<file path="config.mk">
export PLATFORM = sky130hd
export DESIGN_NAME = rc_link_frame_receiver
export DESIGN_NICKNAME = d
export VERILOG_FILES = /design/src/rtl/core/rclfr_pkg.sv /design/src/rtl/core/rclfr_ctrl.sv /design/src/rtl/core/rclfr_dp.sv /design/src/rtl/core/rc_link_frame_receiver.sv
export SDC_FILE = /design/constraint.sdc
export NUM_CORES = 1
export LEC_CHECK = 0
export BUFFER_PORTS_ARGS = -buffer_cell sky130_fd_sc_hd__buf_2
export CORE_ASPECT_RATIO = 0.75
export CORE_UTILIZATION = 50
export DETAILED_ROUTE_END_ITERATION = 12
export HOLD_SLACK_MARGIN = 0.05
export MAX_ROUTING_LAYER = met4
export PLACE_DENSITY = 0.66
export SLEW_MARGIN = 15
export SYNTH_ARGS = -nofsm -noshare
export SYNTH_HDL_FRONTEND = slang
export SYNTH_SLANG_ARGS = --single-unit
export TNS_END_PERCENT = 30
</file>
<file path="constraint.sdc">
create_clock -name clock -period 7.2 [get_ports clock]
set_input_delay 0.72 -clock clock [delete_from_list [all_inputs] [get_ports clock]]
set_output_delay 0.72 -clock clock [all_outputs]
set_load 0.05 [all_outputs]
</file>
<file path="src/rtl/core/rclfr_pkg.sv">
// Shared types, constants and functions of the radio-control link frame receiver.
package rclfr_pkg;

   localparam int BufferBytes  = 64;
   localparam int ChannelCount = 16;
   localparam int ChannelWidth = 11;

   localparam logic [7:0] SYNC_A         = 8'hC8;
   localparam logic [7:0] SYNC_B         = 8'hEE;
   localparam logic [7:0] TYPE_CHANNELS  = 8'h16;
   localparam logic [7:0] TYPE_LINKSTATS = 8'h14;
   localparam logic [7:0] LEN_MIN        = 8'd2;
   localparam logic [7:0] LEN_MAX        = 8'd62;
   localparam logic [7:0] CRC_POLY       = 8'hD5;

   localparam logic [2:0] CSR_FAILSAFE_EN = 3'd0;
   localparam logic [2:0] CSR_QUALITY_TH  = 3'd1;
   localparam logic [2:0] CSR_RSSI_TH     = 3'd2;
   localparam logic [2:0] CSR_ARM_EN      = 3'd3;
   localparam logic [2:0] CSR_ARM_SEL     = 3'd4;
   localparam logic [2:0] CSR_ARM_LEVEL   = 3'd5;
   localparam logic [2:0] CSR_ARM_HOLD    = 3'd6;
   localparam logic [2:0] CSR_RATE_WINDOW = 3'd7;

   typedef enum logic [1:0] {
      MODE_BYTE = 2'd0,
      MODE_TICK = 2'd1,
      MODE_IDLE = 2'd2
   } mode_type;

   typedef enum logic [1:0] {
      KIND_CHANNEL = 2'd0,
      KIND_STATS   = 2'd1,
      KIND_CRC_ERR = 2'd2
   } kind_type;

   typedef enum logic [1:0] {
      PH_SYNC = 2'd0,
      PH_LEN  = 2'd1,
      PH_BODY = 2'd2
   } phase_type;

   typedef enum logic [2:0] {
      ST_IDLE,
      ST_DISPATCH,
      ST_UNPACK,
      ST_ARM_UPD,
      ST_LOAD_CH,
      ST_SEND
   } state_type;

   typedef struct packed {
      logic       rx_en;
      logic       unpack;
      logic [1:0] step;
      logic [3:0] chan;
      logic       arm_upd;
      logic       load_ch;
      logic       load_stats;
      logic       load_err;
      logic       last_ch;
   } cmd_type;

   typedef struct packed {
      logic       frame_end;
      logic       crc_ok;
      logic       is_chan;
      logic       is_stats;
      logic [3:0] arm_sel;
      logic       out_last;
   } status_type;

   function automatic logic [7:0] crc_update(input logic [7:0] c, input logic [7:0] b);
      logic [7:0] r;
      r = c ^ b;
      for (int k = 0; k < 8; k++) begin
         r = r[7] ? ((r << 1) ^ CRC_POLY) : (r << 1);
      end
      return r;
   endfunction

endpackage

</file>
<file path="src/rtl/core/rclfr_ctrl.sv">
// Controller state machine that sequences reception, unpacking and result transfers.
module rclfr_ctrl (
   input  logic                  clock,
   input  logic                  reset,
   input  logic                  req_tvalid,
   output logic                  req_tready,
   output logic                  rsp_tvalid,
   input  logic                  rsp_tready,
   input  rclfr_pkg::status_type st,
   output rclfr_pkg::cmd_type    cmd
);

   rclfr_pkg::state_type state_ff, state_in;
   logic [3:0] chan_ff, chan_in;
   logic [1:0] step_ff, step_in;
   logic       arm_pass_ff, arm_pass_in;

   always_ff @(posedge clock) begin
      if (reset) begin
         state_ff    <= rclfr_pkg::ST_IDLE;
         chan_ff     <= '0;
         step_ff     <= '0;
         arm_pass_ff <= 1'b0;
      end else begin
         state_ff    <= state_in;
         chan_ff     <= chan_in;
         step_ff     <= step_in;
         arm_pass_ff <= arm_pass_in;
      end
   end

   always_comb begin
      state_in    = state_ff;
      chan_in     = chan_ff;
      step_in     = step_ff;
      arm_pass_in = arm_pass_ff;
      req_tready  = 1'b0;
      rsp_tvalid  = 1'b0;
      cmd         = '0;
      cmd.step    = step_ff;
      cmd.chan    = arm_pass_ff ? st.arm_sel : chan_ff;
      cmd.last_ch = (chan_ff == 4'(rclfr_pkg::ChannelCount - 1));
      case (state_ff)
         rclfr_pkg::ST_IDLE: begin
            req_tready = 1'b1;
            cmd.rx_en  = req_tvalid;
            if (req_tvalid && st.frame_end) begin
               state_in = rclfr_pkg::ST_DISPATCH;
            end
         end
         rclfr_pkg::ST_DISPATCH: begin
            if (!st.crc_ok) begin
               cmd.load_err = 1'b1;
               state_in     = rclfr_pkg::ST_SEND;
            end else if (st.is_stats) begin
               cmd.load_stats = 1'b1;
               state_in       = rclfr_pkg::ST_SEND;
            end else if (st.is_chan) begin
               arm_pass_in = 1'b1;
               step_in     = '0;
               state_in    = rclfr_pkg::ST_UNPACK;
            end else begin
               state_in = rclfr_pkg::ST_IDLE;
            end
         end
         rclfr_pkg::ST_UNPACK: begin
            cmd.unpack = 1'b1;
            step_in    = step_ff + 2'd1;
            if (step_ff == 2'd3) begin
               state_in = arm_pass_ff ? rclfr_pkg::ST_ARM_UPD : rclfr_pkg::ST_LOAD_CH;
            end
         end
         rclfr_pkg::ST_ARM_UPD: begin
            cmd.arm_upd = 1'b1;
            arm_pass_in = 1'b0;
            chan_in     = '0;
            step_in     = '0;
            state_in    = rclfr_pkg::ST_UNPACK;
         end
         rclfr_pkg::ST_LOAD_CH: begin
            cmd.load_ch = 1'b1;
            state_in    = rclfr_pkg::ST_SEND;
         end
         rclfr_pkg::ST_SEND: begin
            rsp_tvalid = 1'b1;
            if (rsp_tready) begin
               if (st.out_last) begin
                  state_in = rclfr_pkg::ST_IDLE;
               end else begin
                  chan_in  = chan_ff + 4'd1;
                  step_in  = '0;
                  state_in = rclfr_pkg::ST_UNPACK;
               end
            end
         end
         default: begin
            state_in = rclfr_pkg::ST_IDLE;
         end
      endcase
   end

endmodule

</file>
<file path="src/rtl/core/rclfr_dp.sv">
// Datapath with frame parsing, payload memory, channel unpacking and status registers.
module rclfr_dp (
   input  logic                  clock,
   input  logic                  reset,
   input  logic [1:0]            mode,
   input  logic [7:0]            rx_byte,
   input  logic                  csr_we,
   input  logic [2:0]            csr_addr,
   input  logic [15:0]           csr_wdata,
   input  rclfr_pkg::cmd_type    cmd,
   output rclfr_pkg::status_type st,
   output logic [1:0]            out_kind,
   output logic [3:0]            out_index,
   output logic [10:0]           out_value,
   output logic                  out_arm,
   output logic                  out_failsafe,
   output logic [11:0]           out_rate,
   output logic [7:0]            out_quality,
   output logic [7:0]            out_rssi,
   output logic                  out_last
);

   logic        fs_en_ff;
   logic [7:0]  q_th_ff, r_th_ff;
   logic        arm_en_ff;
   logic [3:0]  arm_sel_ff;
   logic [10:0] arm_level_ff;
   logic [7:0]  arm_hold_ff;
   logic [15:0] window_ff;

   rclfr_pkg::phase_type phase_ff;
   logic [5:0]  flen_ff, bcnt_ff;
   logic [7:0]  crc_ff, type_ff, q_cap_ff, r_cap_ff;
   logic        arm_ff, fs_ff;
   logic [7:0]  persist_ff;
   logic [11:0] fiw_ff, rate_ff;
   logic [31:0] tick_ff, wstart_ff;

   logic [7:0]  mem [rclfr_pkg::BufferBytes];
   logic [7:0]  rd_ff;
   logic        rdok_ff;
   logic [23:0] acc_ff;

   logic [1:0]  kind_ff;
   logic [3:0]  idx_ff;
   logic [10:0] val_ff;
   logic [7:0]  q_ff, r_ff;
   logic        last_ff;

   logic [5:0]  bcnt_in, plen, pay_idx;
   logic [7:0]  bitpos;
   logic [10:0] ch_val;
   logic        byte_body, arm_new;
   logic [7:0]  persist_in, q_sel, r_sel;

   assign byte_body = cmd.rx_en && (mode == rclfr_pkg::MODE_BYTE) && (phase_ff == rclfr_pkg::PH_BODY);
   assign bcnt_in   = bcnt_ff + 6'd1;
   assign plen      = flen_ff - 6'd2;
   assign bitpos    = 8'(cmd.chan) * 8'(rclfr_pkg::ChannelWidth);
   assign pay_idx   = {1'b0, bitpos[7:3]} + {4'd0, cmd.step};
   assign ch_val    = 11'(acc_ff >> bitpos[2:0]);
   assign arm_new   = (ch_val > arm_level_ff);
   assign persist_in = (persist_ff != 8'hFF) ? persist_ff + 8'd1 : persist_ff;
   assign q_sel     = (flen_ff > 6'd4) ? q_cap_ff : 8'd0;
   assign r_sel     = (flen_ff > 6'd2) ? r_cap_ff : 8'd0;

   always_comb begin
      st           = '0;
      st.frame_end = byte_body && (bcnt_in >= flen_ff);
      st.crc_ok    = (crc_ff == 8'd0);
      st.is_chan   = (type_ff == rclfr_pkg::TYPE_CHANNELS);
      st.is_stats  = (type_ff == rclfr_pkg::TYPE_LINKSTATS);
      st.arm_sel   = arm_sel_ff;
      st.out_last  = last_ff;
   end

   always_ff @(posedge clock) begin
      if (byte_body) begin
         mem[bcnt_ff] <= rx_byte;
      end
      if (cmd.unpack && cmd.step != 2'd3) begin
         rd_ff   <= mem[pay_idx + 6'd1];
         rdok_ff <= (pay_idx < plen);
      end
   end

   always_ff @(posedge clock) begin
      if (cmd.unpack && cmd.step != 2'd0) begin
         case (cmd.step)
            2'd1:    acc_ff[7:0]   <= rdok_ff ? rd_ff : 8'd0;
            2'd2:    acc_ff[15:8]  <= rdok_ff ? rd_ff : 8'd0;
            default: acc_ff[23:16] <= rdok_ff ? rd_ff : 8'd0;
         endcase
      end
      if (byte_body) begin
         if (bcnt_ff == 6'd0) type_ff  <= rx_byte;
         if (bcnt_ff == 6'd1) r_cap_ff <= rx_byte;
         if (bcnt_ff == 6'd3) q_cap_ff <= rx_byte;
      end
      if (cmd.load_err || cmd.load_stats || cmd.load_ch) begin
         kind_ff <= cmd.load_ch ? rclfr_pkg::KIND_CHANNEL :
                    cmd.load_stats ? rclfr_pkg::KIND_STATS : rclfr_pkg::KIND_CRC_ERR;
         idx_ff  <= cmd.load_ch ? cmd.chan : 4'd0;
         val_ff  <= cmd.load_ch ? ch_val : 11'd0;
         q_ff    <= cmd.load_stats ? q_sel : 8'd0;
         r_ff    <= cmd.load_stats ? r_sel : 8'd0;
         last_ff <= cmd.load_ch ? cmd.last_ch : 1'b1;
      end
   end

   always_ff @(posedge clock) begin
      if (reset) begin
         fs_en_ff     <= 1'b1;
         q_th_ff      <= 8'd50;
         r_th_ff      <= 8'd100;
         arm_en_ff    <= 1'b1;
         arm_sel_ff   <= 4'd4;
         arm_level_ff <= 11'd1500;
         arm_hold_ff  <= 8'd3;
         window_ff    <= 16'd1000;
      end else if (csr_we) begin
         case (csr_addr)
            rclfr_pkg::CSR_FAILSAFE_EN: fs_en_ff     <= csr_wdata[0];
            rclfr_pkg::CSR_QUALITY_TH:  q_th_ff      <= csr_wdata[7:0];
            rclfr_pkg::CSR_RSSI_TH:     r_th_ff      <= csr_wdata[7:0];
            rclfr_pkg::CSR_ARM_EN:      arm_en_ff    <= csr_wdata[0];
            rclfr_pkg::CSR_ARM_SEL:     arm_sel_ff   <= csr_wdata[3:0];
            rclfr_pkg::CSR_ARM_LEVEL:   arm_level_ff <= csr_wdata[10:0];
            rclfr_pkg::CSR_ARM_HOLD:    arm_hold_ff  <= csr_wdata[7:0];
            rclfr_pkg::CSR_RATE_WINDOW: window_ff    <= csr_wdata;
            default: ;
         endcase
      end
   end

   always_ff @(posedge clock) begin
      if (reset) begin
         phase_ff   <= rclfr_pkg::PH_SYNC;
         flen_ff    <= '0;
         bcnt_ff    <= '0;
         crc_ff     <= '0;
         arm_ff     <= 1'b0;
         persist_ff <= '0;
         fs_ff      <= 1'b0;
         fiw_ff     <= '0;
         rate_ff    <= '0;
         tick_ff    <= '0;
         wstart_ff  <= '0;
      end else begin
         if (cmd.rx_en) begin
            case (mode)
               rclfr_pkg::MODE_TICK: tick_ff <= tick_ff + 32'd1;
               rclfr_pkg::MODE_IDLE: begin
                  phase_ff <= rclfr_pkg::PH_SYNC;
                  bcnt_ff  <= '0;
                  crc_ff   <= '0;
               end
               rclfr_pkg::MODE_BYTE: begin
                  case (phase_ff)
                     rclfr_pkg::PH_SYNC: begin
                        if (rx_byte == rclfr_pkg::SYNC_A || rx_byte == rclfr_pkg::SYNC_B) begin
                           phase_ff <= rclfr_pkg::PH_LEN;
                        end
                     end
                     rclfr_pkg::PH_LEN: begin
                        if (rx_byte >= rclfr_pkg::LEN_MIN && rx_byte <= rclfr_pkg::LEN_MAX) begin
                           flen_ff  <= rx_byte[5:0];
                           bcnt_ff  <= '0;
                           crc_ff   <= '0;
                           phase_ff <= rclfr_pkg::PH_BODY;
                        end else begin
                           phase_ff <= rclfr_pkg::PH_SYNC;
                        end
                     end
                     default: begin
                        crc_ff <= rclfr_pkg::crc_update(crc_ff, rx_byte);
                        if (bcnt_in >= flen_ff) begin
                           phase_ff <= rclfr_pkg::PH_SYNC;
                           bcnt_ff  <= '0;
                        end else begin
                           bcnt_ff <= bcnt_in;
                        end
                     end
                  endcase
               end
               default: ;
            endcase
         end
         if (cmd.load_stats && fs_en_ff && (q_sel < q_th_ff || r_sel > r_th_ff)) begin
            fs_ff <= 1'b1;
         end
         if (cmd.arm_upd) begin
            if (arm_en_ff) begin
               if (arm_new != arm_ff) begin
                  persist_ff <= persist_in;
                  if (persist_in > arm_hold_ff) arm_ff <= arm_new;
               end else begin
                  persist_ff <= '0;
               end
            end
            if ((tick_ff - wstart_ff) >= {16'd0, window_ff}) begin
               rate_ff   <= fiw_ff;
               fiw_ff    <= 12'd1;
               wstart_ff <= tick_ff;
            end else if (fiw_ff != 12'hFFF) begin
               fiw_ff <= fiw_ff + 12'd1;
            end
         end
      end
   end

   assign out_kind     = kind_ff;
   assign out_index    = idx_ff;
   assign out_value    = val_ff;
   assign out_arm      = arm_ff;
   assign out_failsafe = fs_ff;
   assign out_rate     = rate_ff;
   assign out_quality  = q_ff;
   assign out_rssi     = r_ff;
   assign out_last     = last_ff;

endmodule

</file>
<file path="src/rtl/core/rc_link_frame_receiver.sv">
// Top level of the radio-control link frame receiver.
// An input transfer (byte, tick or idle reset) that causes no result leaves the receiver idle.
// A frame end with a CRC error or a link-statistics frame gives one result, which the
// dispatch state loads into the output registers. A channels frame is unpacked from the
// payload memory, one registered byte read per cycle, in one pass for the arm channel, then
// one pass per reported channel, giving sixteen results. No input is taken while a frame's
// results are being sent.
module rc_link_frame_receiver (
   input  logic        clock,
   input  logic        reset,
   input  logic        req_tvalid,
   output logic        req_tready,
   input  logic [7:0]  req_tdata,   // rx_byte[7:0]
   input  logic [1:0]  req_tuser,   // mode[1:0]
   output logic        rsp_tvalid,
   input  logic        rsp_tready,
   output logic [47:0] rsp_tdata,   // channel_index[3:0], channel_value[14:4], arm_flag[15],
                                    // failsafe_flag[16], packet_rate[28:17],
                                    // uplink_quality[36:29], uplink_rssi[44:37], zero[47:45]
   output logic [1:0]  rsp_tuser,   // kind[1:0]
   output logic        rsp_tlast,
   input  logic        csr_we,
   input  logic [2:0]  csr_addr,
   input  logic [15:0] csr_wdata
);

   rclfr_pkg::cmd_type    cmd;
   rclfr_pkg::status_type st;
   logic [3:0]  o_idx;
   logic [10:0] o_val;
   logic        o_arm, o_fs;
   logic [11:0] o_rate;
   logic [7:0]  o_q, o_r;

   rclfr_ctrl u_ctrl (
      .clock      (clock),
      .reset      (reset),
      .req_tvalid (req_tvalid),
      .req_tready (req_tready),
      .rsp_tvalid (rsp_tvalid),
      .rsp_tready (rsp_tready),
      .st         (st),
      .cmd        (cmd)
   );

   rclfr_dp u_dp (
      .clock        (clock),
      .reset        (reset),
      .mode         (req_tuser),
      .rx_byte      (req_tdata),
      .csr_we       (csr_we),
      .csr_addr     (csr_addr),
      .csr_wdata    (csr_wdata),
      .cmd          (cmd),
      .st           (st),
      .out_kind     (rsp_tuser),
      .out_index    (o_idx),
      .out_value    (o_val),
      .out_arm      (o_arm),
      .out_failsafe (o_fs),
      .out_rate     (o_rate),
      .out_quality  (o_q),
      .out_rssi     (o_r),
      .out_last     (rsp_tlast)
   );

   assign rsp_tdata = {3'b000, o_r, o_q, o_rate, o_fs, o_arm, o_val, o_idx};

endmodule

</file>
==> results by stage <==
STA:
- The count of endpoints failing hold in the final timing report is 0.
- The final-layout worst hold slack is 0.343 ns.
- Between clock sinks in the finished design, the worst skew comes to approximately 0.019 ns.
- Setup repair after global routing left no endpoint under its margin.
- The smallest clock period supported by the final layout is computed as about 6.1 ns.
- The sum of negative setup slack is 0 ns.
- The count of endpoints failing setup in the final report is 0.
- Headroom to the max-slew limit came out at 0.187.
- The final-report max-slew violation count is 0.
- Dividing the final minimum period by the clock period gives 0.848.
- For the pin with the worst max-slew slack, the measured transition is ~1.2 ns.
- The maximum achievable frequency is around 0.16 GHz.

Synthesis:
- The proportion of synthesized flip-flops having asynchronous set or reset is 0.
- The top flip-flop cell by instance count after synthesis is sky130_fd_sc_hd__edfxtp_1.
- Yosys mapped a number of flops with a built-in enable equal to just under 600.
- The sequential-to-total area share from yosys stat is 0.617.
- The post-synthesis average cell area is 14.1 um2.
- In the post-synthesis netlist, the biggest area contributors are sky130_fd_sc_hd__edfxtp_1, sky130_fd_sc_hd__dfxtp_1, sky130_fd_sc_hd__mux4_2.
- Summed over all instances, the cell type with the most area after synthesis is sky130_fd_sc_hd__edfxtp_1.
- The distinct cell type count of the synthesized netlist is between 70 and 80.
- After synthesis the netlist holds a flip-flop and latch count of between 700 and 800.
- The gate count after technology mapping is about 2,500.
- The most common cell in the synthesized netlist is sky130_fd_sc_hd__edfxtp_1.
- Counting instances in the post-synthesis netlist gives the leading cell types as sky130_fd_sc_hd__edfxtp_1, sky130_fd_sc_hd__nor2_1, sky130_fd_sc_hd__dfxtp_1.
- Of the post-synthesis cell area, the dominant cell type holds 0.511.
- The synthesized cell area is 35,100 um2.
- The synthesis warning total is 0.

Cells and area:
- The net total in the final layout is roughly 2,700.
- Compared with the post-synthesis result, the final layout area differs by 10.8%.
- Of the cells placed in the final design, the portion with a size suffix greater than 1 is 0.169.
- The number of antenna diodes in the final layout is 0.
- The count of non-filler cells in the finished layout is 3,565.

Floorplan:
- The area of the core is approximately 69,000 um2.
- In this run the count of I/O pins placed on the die edge is 87.
- The die is 232 um tall.
- The die outline area is around 71,000 um2.
- The effective utilization at floorplan is 0.509.
- The cell row count is 83.
- The width of the die is 308 um.

Setup path:
- The master of the slowest instance on the critical path is sky130_fd_sc_hd__ha_4.
- STA puts the critical path data required time at around 7.5 ns.
- The launching point of the worst reg2reg path is u_ctrl.arm_pass_ff$_SDFFE_PP0P_.
- The critical path's most frequent cell is sky130_fd_sc_hd__inv_1.
- The number of buffers and inverters on the critical path is 5.
- The endpoint of the worst-slack reg-to-reg timing path is u_dp.rd_ff[4]$_DFFE_PP_.
- Walking the worst path, the cells encountered are mux2i_2 -> buf_4 -> inv_1 -> ha_1 -> ha_1 -> fa_1 -> xor2_1 -> inv_1 -> fa_1 -> inv_1 -> ha_4 -> buf_4 -> mux4_2 -> mux4_2 -> mux2i_1 -> o21ai_1.
- In this run the register-to-register setup slack is 1.09 ns.
- The data arrival at the endpoint of the critical path is roughly 6.5 ns.
- The family of cells with the greatest summed delay on the critical path is adder cells.
- The worst setup path is captured at a flop.
- In this run the worst path has a maximum fanout of 44.
- The critical path starts at u_ctrl.arm_pass_ff$_SDFFE_PP0P_.
- In this design, the stage delay of the slowest critical-path cell is 0.73 ns.
- The kind of start point of the critical path is a flop.
- The path type of the worst setup path is flop to flop.
- For the worst flop-to-flop path, the logic depth is 16.

Place:
- Once detailed placement completed, the half-perimeter wirelength came to approximately 53 mm.
- Once placement completed, the tool counted placed cells totaling about 3,400.
- The final estimated routing congestion in global placement is approximately 0.9.
- The port buffer count is 83.

Routing:
- The detailed-route DRC error count is 0.
- The count of antenna-violating nets left after detailed routing is 0.
- The number of search-and-repair iterations in the first detailed-routing pass is 7.
- Dividing the detail-routed via count by the number of cells gives around 5.9.
- The first-iteration detailed-routing DRC count is approximately 1,900.
- In the final routed layout, each cell accounts on average for approximately 23 um.
- The detailed-route wire length is approximately 80 mm.
- The total via count in the routed design is 20,900.

Flow run:
- The max capacitance violation total is 0.

Power and ir drop:
- The peak supply drop is around 0.00016 V.
- Summing internal, switching and leakage power gives 8.90 mW.
- The power per cell area is about 230 nW/um2.
- The static leakage is approximately 13 nW.

CTS:
- Clock-pin slew was measured on the worst setup and hold paths at 0.06 ns.
- TritonCTS built the clock tree.
- The clock tree synthesis step divided the H-tree into 3 levels.
- CTS placed an instance of sky130_fd_sc_hd__clkbuf_16 at the clock tree root.
- CTS saw slightly below 800 sinks.
- In this run, post-CTS hold repair placed 0 buffers.
- In this run, post-CTS repair resized a total of 0 instances.
- The number of setup buffers added after CTS is 0.
- The clock latency on the worst-skew pair is around 0.63 ns.
- Counting along the longest clock path gives a buffer depth of 3.
- In this run, CTS created clock tree buffers numbering 75.

GRT:
- The initial antenna violation count is 0.
- The first-pass GRT wire length is 123 mm.
- The largest net degree at the start of global routing is 130.
- The overall track demand over capacity in global routing is 0.236.
- Global routing finished with a remaining overflow of 0.
- The number of global-route vias before repair is between 20,000 and 25,000.

Outcome:
- The run finished with clean final reports.

Hold path:
- The worst hold path was traced through 3 stages.
- In this run the most critical hold path is launched from csr_wdata[14].
- The worst hold path terminates at u_dp.window_ff[14]$_SDFFE_PP0P_.
- The path category of the worst min-delay check is primary input to flop.
## state kept, by name, indices dropped and copies added (netlist names), 6 cells and up
signal,count
u_dp.out_value,11
u_dp.out_rate,12
u_dp.fiw_ff,12
u_dp.bcnt_ff,6
u_dp.q_th_ff,8
u_dp.out_quality,8
u_dp.q_cap_ff,8
u_dp.flen_ff,6
u_dp.r_cap_ff,8
u_dp.window_ff,16
u_dp.mem,512
u_dp.tick_ff,32
u_dp.wstart_ff,32
u_dp.type_ff,8
u_dp.arm_hold_ff,8
u_dp.arm_level_ff,11
u_dp.rd_ff,8
u_dp.acc_ff,18
u_dp.r_th_ff,8
u_dp.persist_ff,8
u_dp.out_rssi,8
u_dp.crc_ff,8
## power by group
group | total, mW | internal [mW] | leakage [nW] | switching, mW
registers | 4.86 | 4.86 | 6.93 | 0.00469
logic | 0.193 | 0.0522 | 5.41 | 0.141
clock network | 3.85 | 2.14 | 1.15 | 1.70
total | 8.90 | 7.05 | 13.5 | 1.85
## worst reg2reg max path, stage by stage (launching register included)
cell and delay (ns):
sky130_fd_sc_hd__dfxtp_1 0.50, sky130_fd_sc_hd__mux2i_2 0.26, sky130_fd_sc_hd__buf_4 0.32, sky130_fd_sc_hd__inv_1 0.11
sky130_fd_sc_hd__ha_1 0.32, sky130_fd_sc_hd__ha_1 0.33, sky130_fd_sc_hd__fa_1 0.48, sky130_fd_sc_hd__xor2_1 0.20
sky130_fd_sc_hd__inv_1 0.08, sky130_fd_sc_hd__fa_1 0.51, sky130_fd_sc_hd__inv_1 0.09, sky130_fd_sc_hd__ha_4 0.74
sky130_fd_sc_hd__buf_4 0.41, sky130_fd_sc_hd__mux4_2 0.32, sky130_fd_sc_hd__mux4_2 0.49, sky130_fd_sc_hd__mux2i_1 0.51
sky130_fd_sc_hd__o21ai_1 0.15
## per-stage QoR
step | setup slack (ns) | util | area, um2
after floorplan | 1.74 | - | 35100
after global placement | 1.21 | 0.529 | 36500
after detailed placement | 1.08 | 0.529 | 36500
after CTS | 1.10 | 0.564 | 38900
after global routing | 0.818 | 0.564 | 38900
final | 1.09 | 0.564 | 38900
## metal layers
layer | share of wire | track usage | vias up
met5 | 0 | - | -
met4 | 0.019 | 0.0577 | 0
met3 | 0.070 | 0.0418 | 110
met2 | 0.44 | 0.342 | 762
met1 | 0.47 | 0.345 | 10500
li1 | - | - | 9521
## how the worst max path moves through the flow
stage | end | slack [ns] | cells after the start
final | u_dp.rd_ff[4]$_DFFE_PP_ | 1.09 | 16
after global routing | u_dp.rd_ff[4]$_DFFE_PP_ | 0.82 | 17
after CTS | u_dp.rd_ff[4]$_DFFE_PP_ | 1.10 | 17
after detailed placement | u_dp.rd_ff[4]$_DFFE_PP_ | 1.08 | 17
after global placement | u_dp.rd_ff[1]$_DFFE_PP_ | 1.21 | 17
after floorplan | u_dp.rd_ff[0]$_DFFE_PP_ | 1.74 | 19
## logic make-up after synthesis
group           Yosys count  synth area share
xor+xnor                 94            0.0252
mux                     290             0.140
other cells               1          0.000107
compound gates          304            0.0554
flops                   784             0.617
simple gates            677            0.0912
fa+ha+maj               123            0.0445
buf+inv                 220            0.0260
## cells in the final DEF (no fill, tap or decap), types with 26 or more instances in the layout
master and n:
sky130_fd_sc_hd__o211ai_1 27, sky130_fd_sc_hd__ha_1 118, sky130_fd_sc_hd__dfxtp_1 187, sky130_fd_sc_hd__mux2i_1 107, sky130_fd_sc_hd__clkbuf_16 75, sky130_fd_sc_hd__a21oi_1 92
sky130_fd_sc_hd__xor2_1 38, sky130_fd_sc_hd__and3_1 26, sky130_fd_sc_hd__nand2_1 169, sky130_fd_sc_hd__nand3_1 49, sky130_fd_sc_hd__mux4_2 160, sky130_fd_sc_hd__nor2_1 232
sky130_fd_sc_hd__nor3_1 29, sky130_fd_sc_hd__and2_1 43, sky130_fd_sc_hd__xnor2_1 46, sky130_fd_sc_hd__inv_1 111, sky130_fd_sc_hd__o21ai_0 38, sky130_fd_sc_hd__buf_2 82
sky130_fd_sc_hd__edfxtp_1 597
## final cells by class
cell class              instances  area (um2)
clock buffers                  91        1970
clock inverters                45         398
fillers                      5479       30100
inverters                     112         420
multi-input cells            1491       12600
flip-flops and latches        784       21700
well taps                     935        1170
repair buffers                107         623
Power figures use the tool's default switching activity.
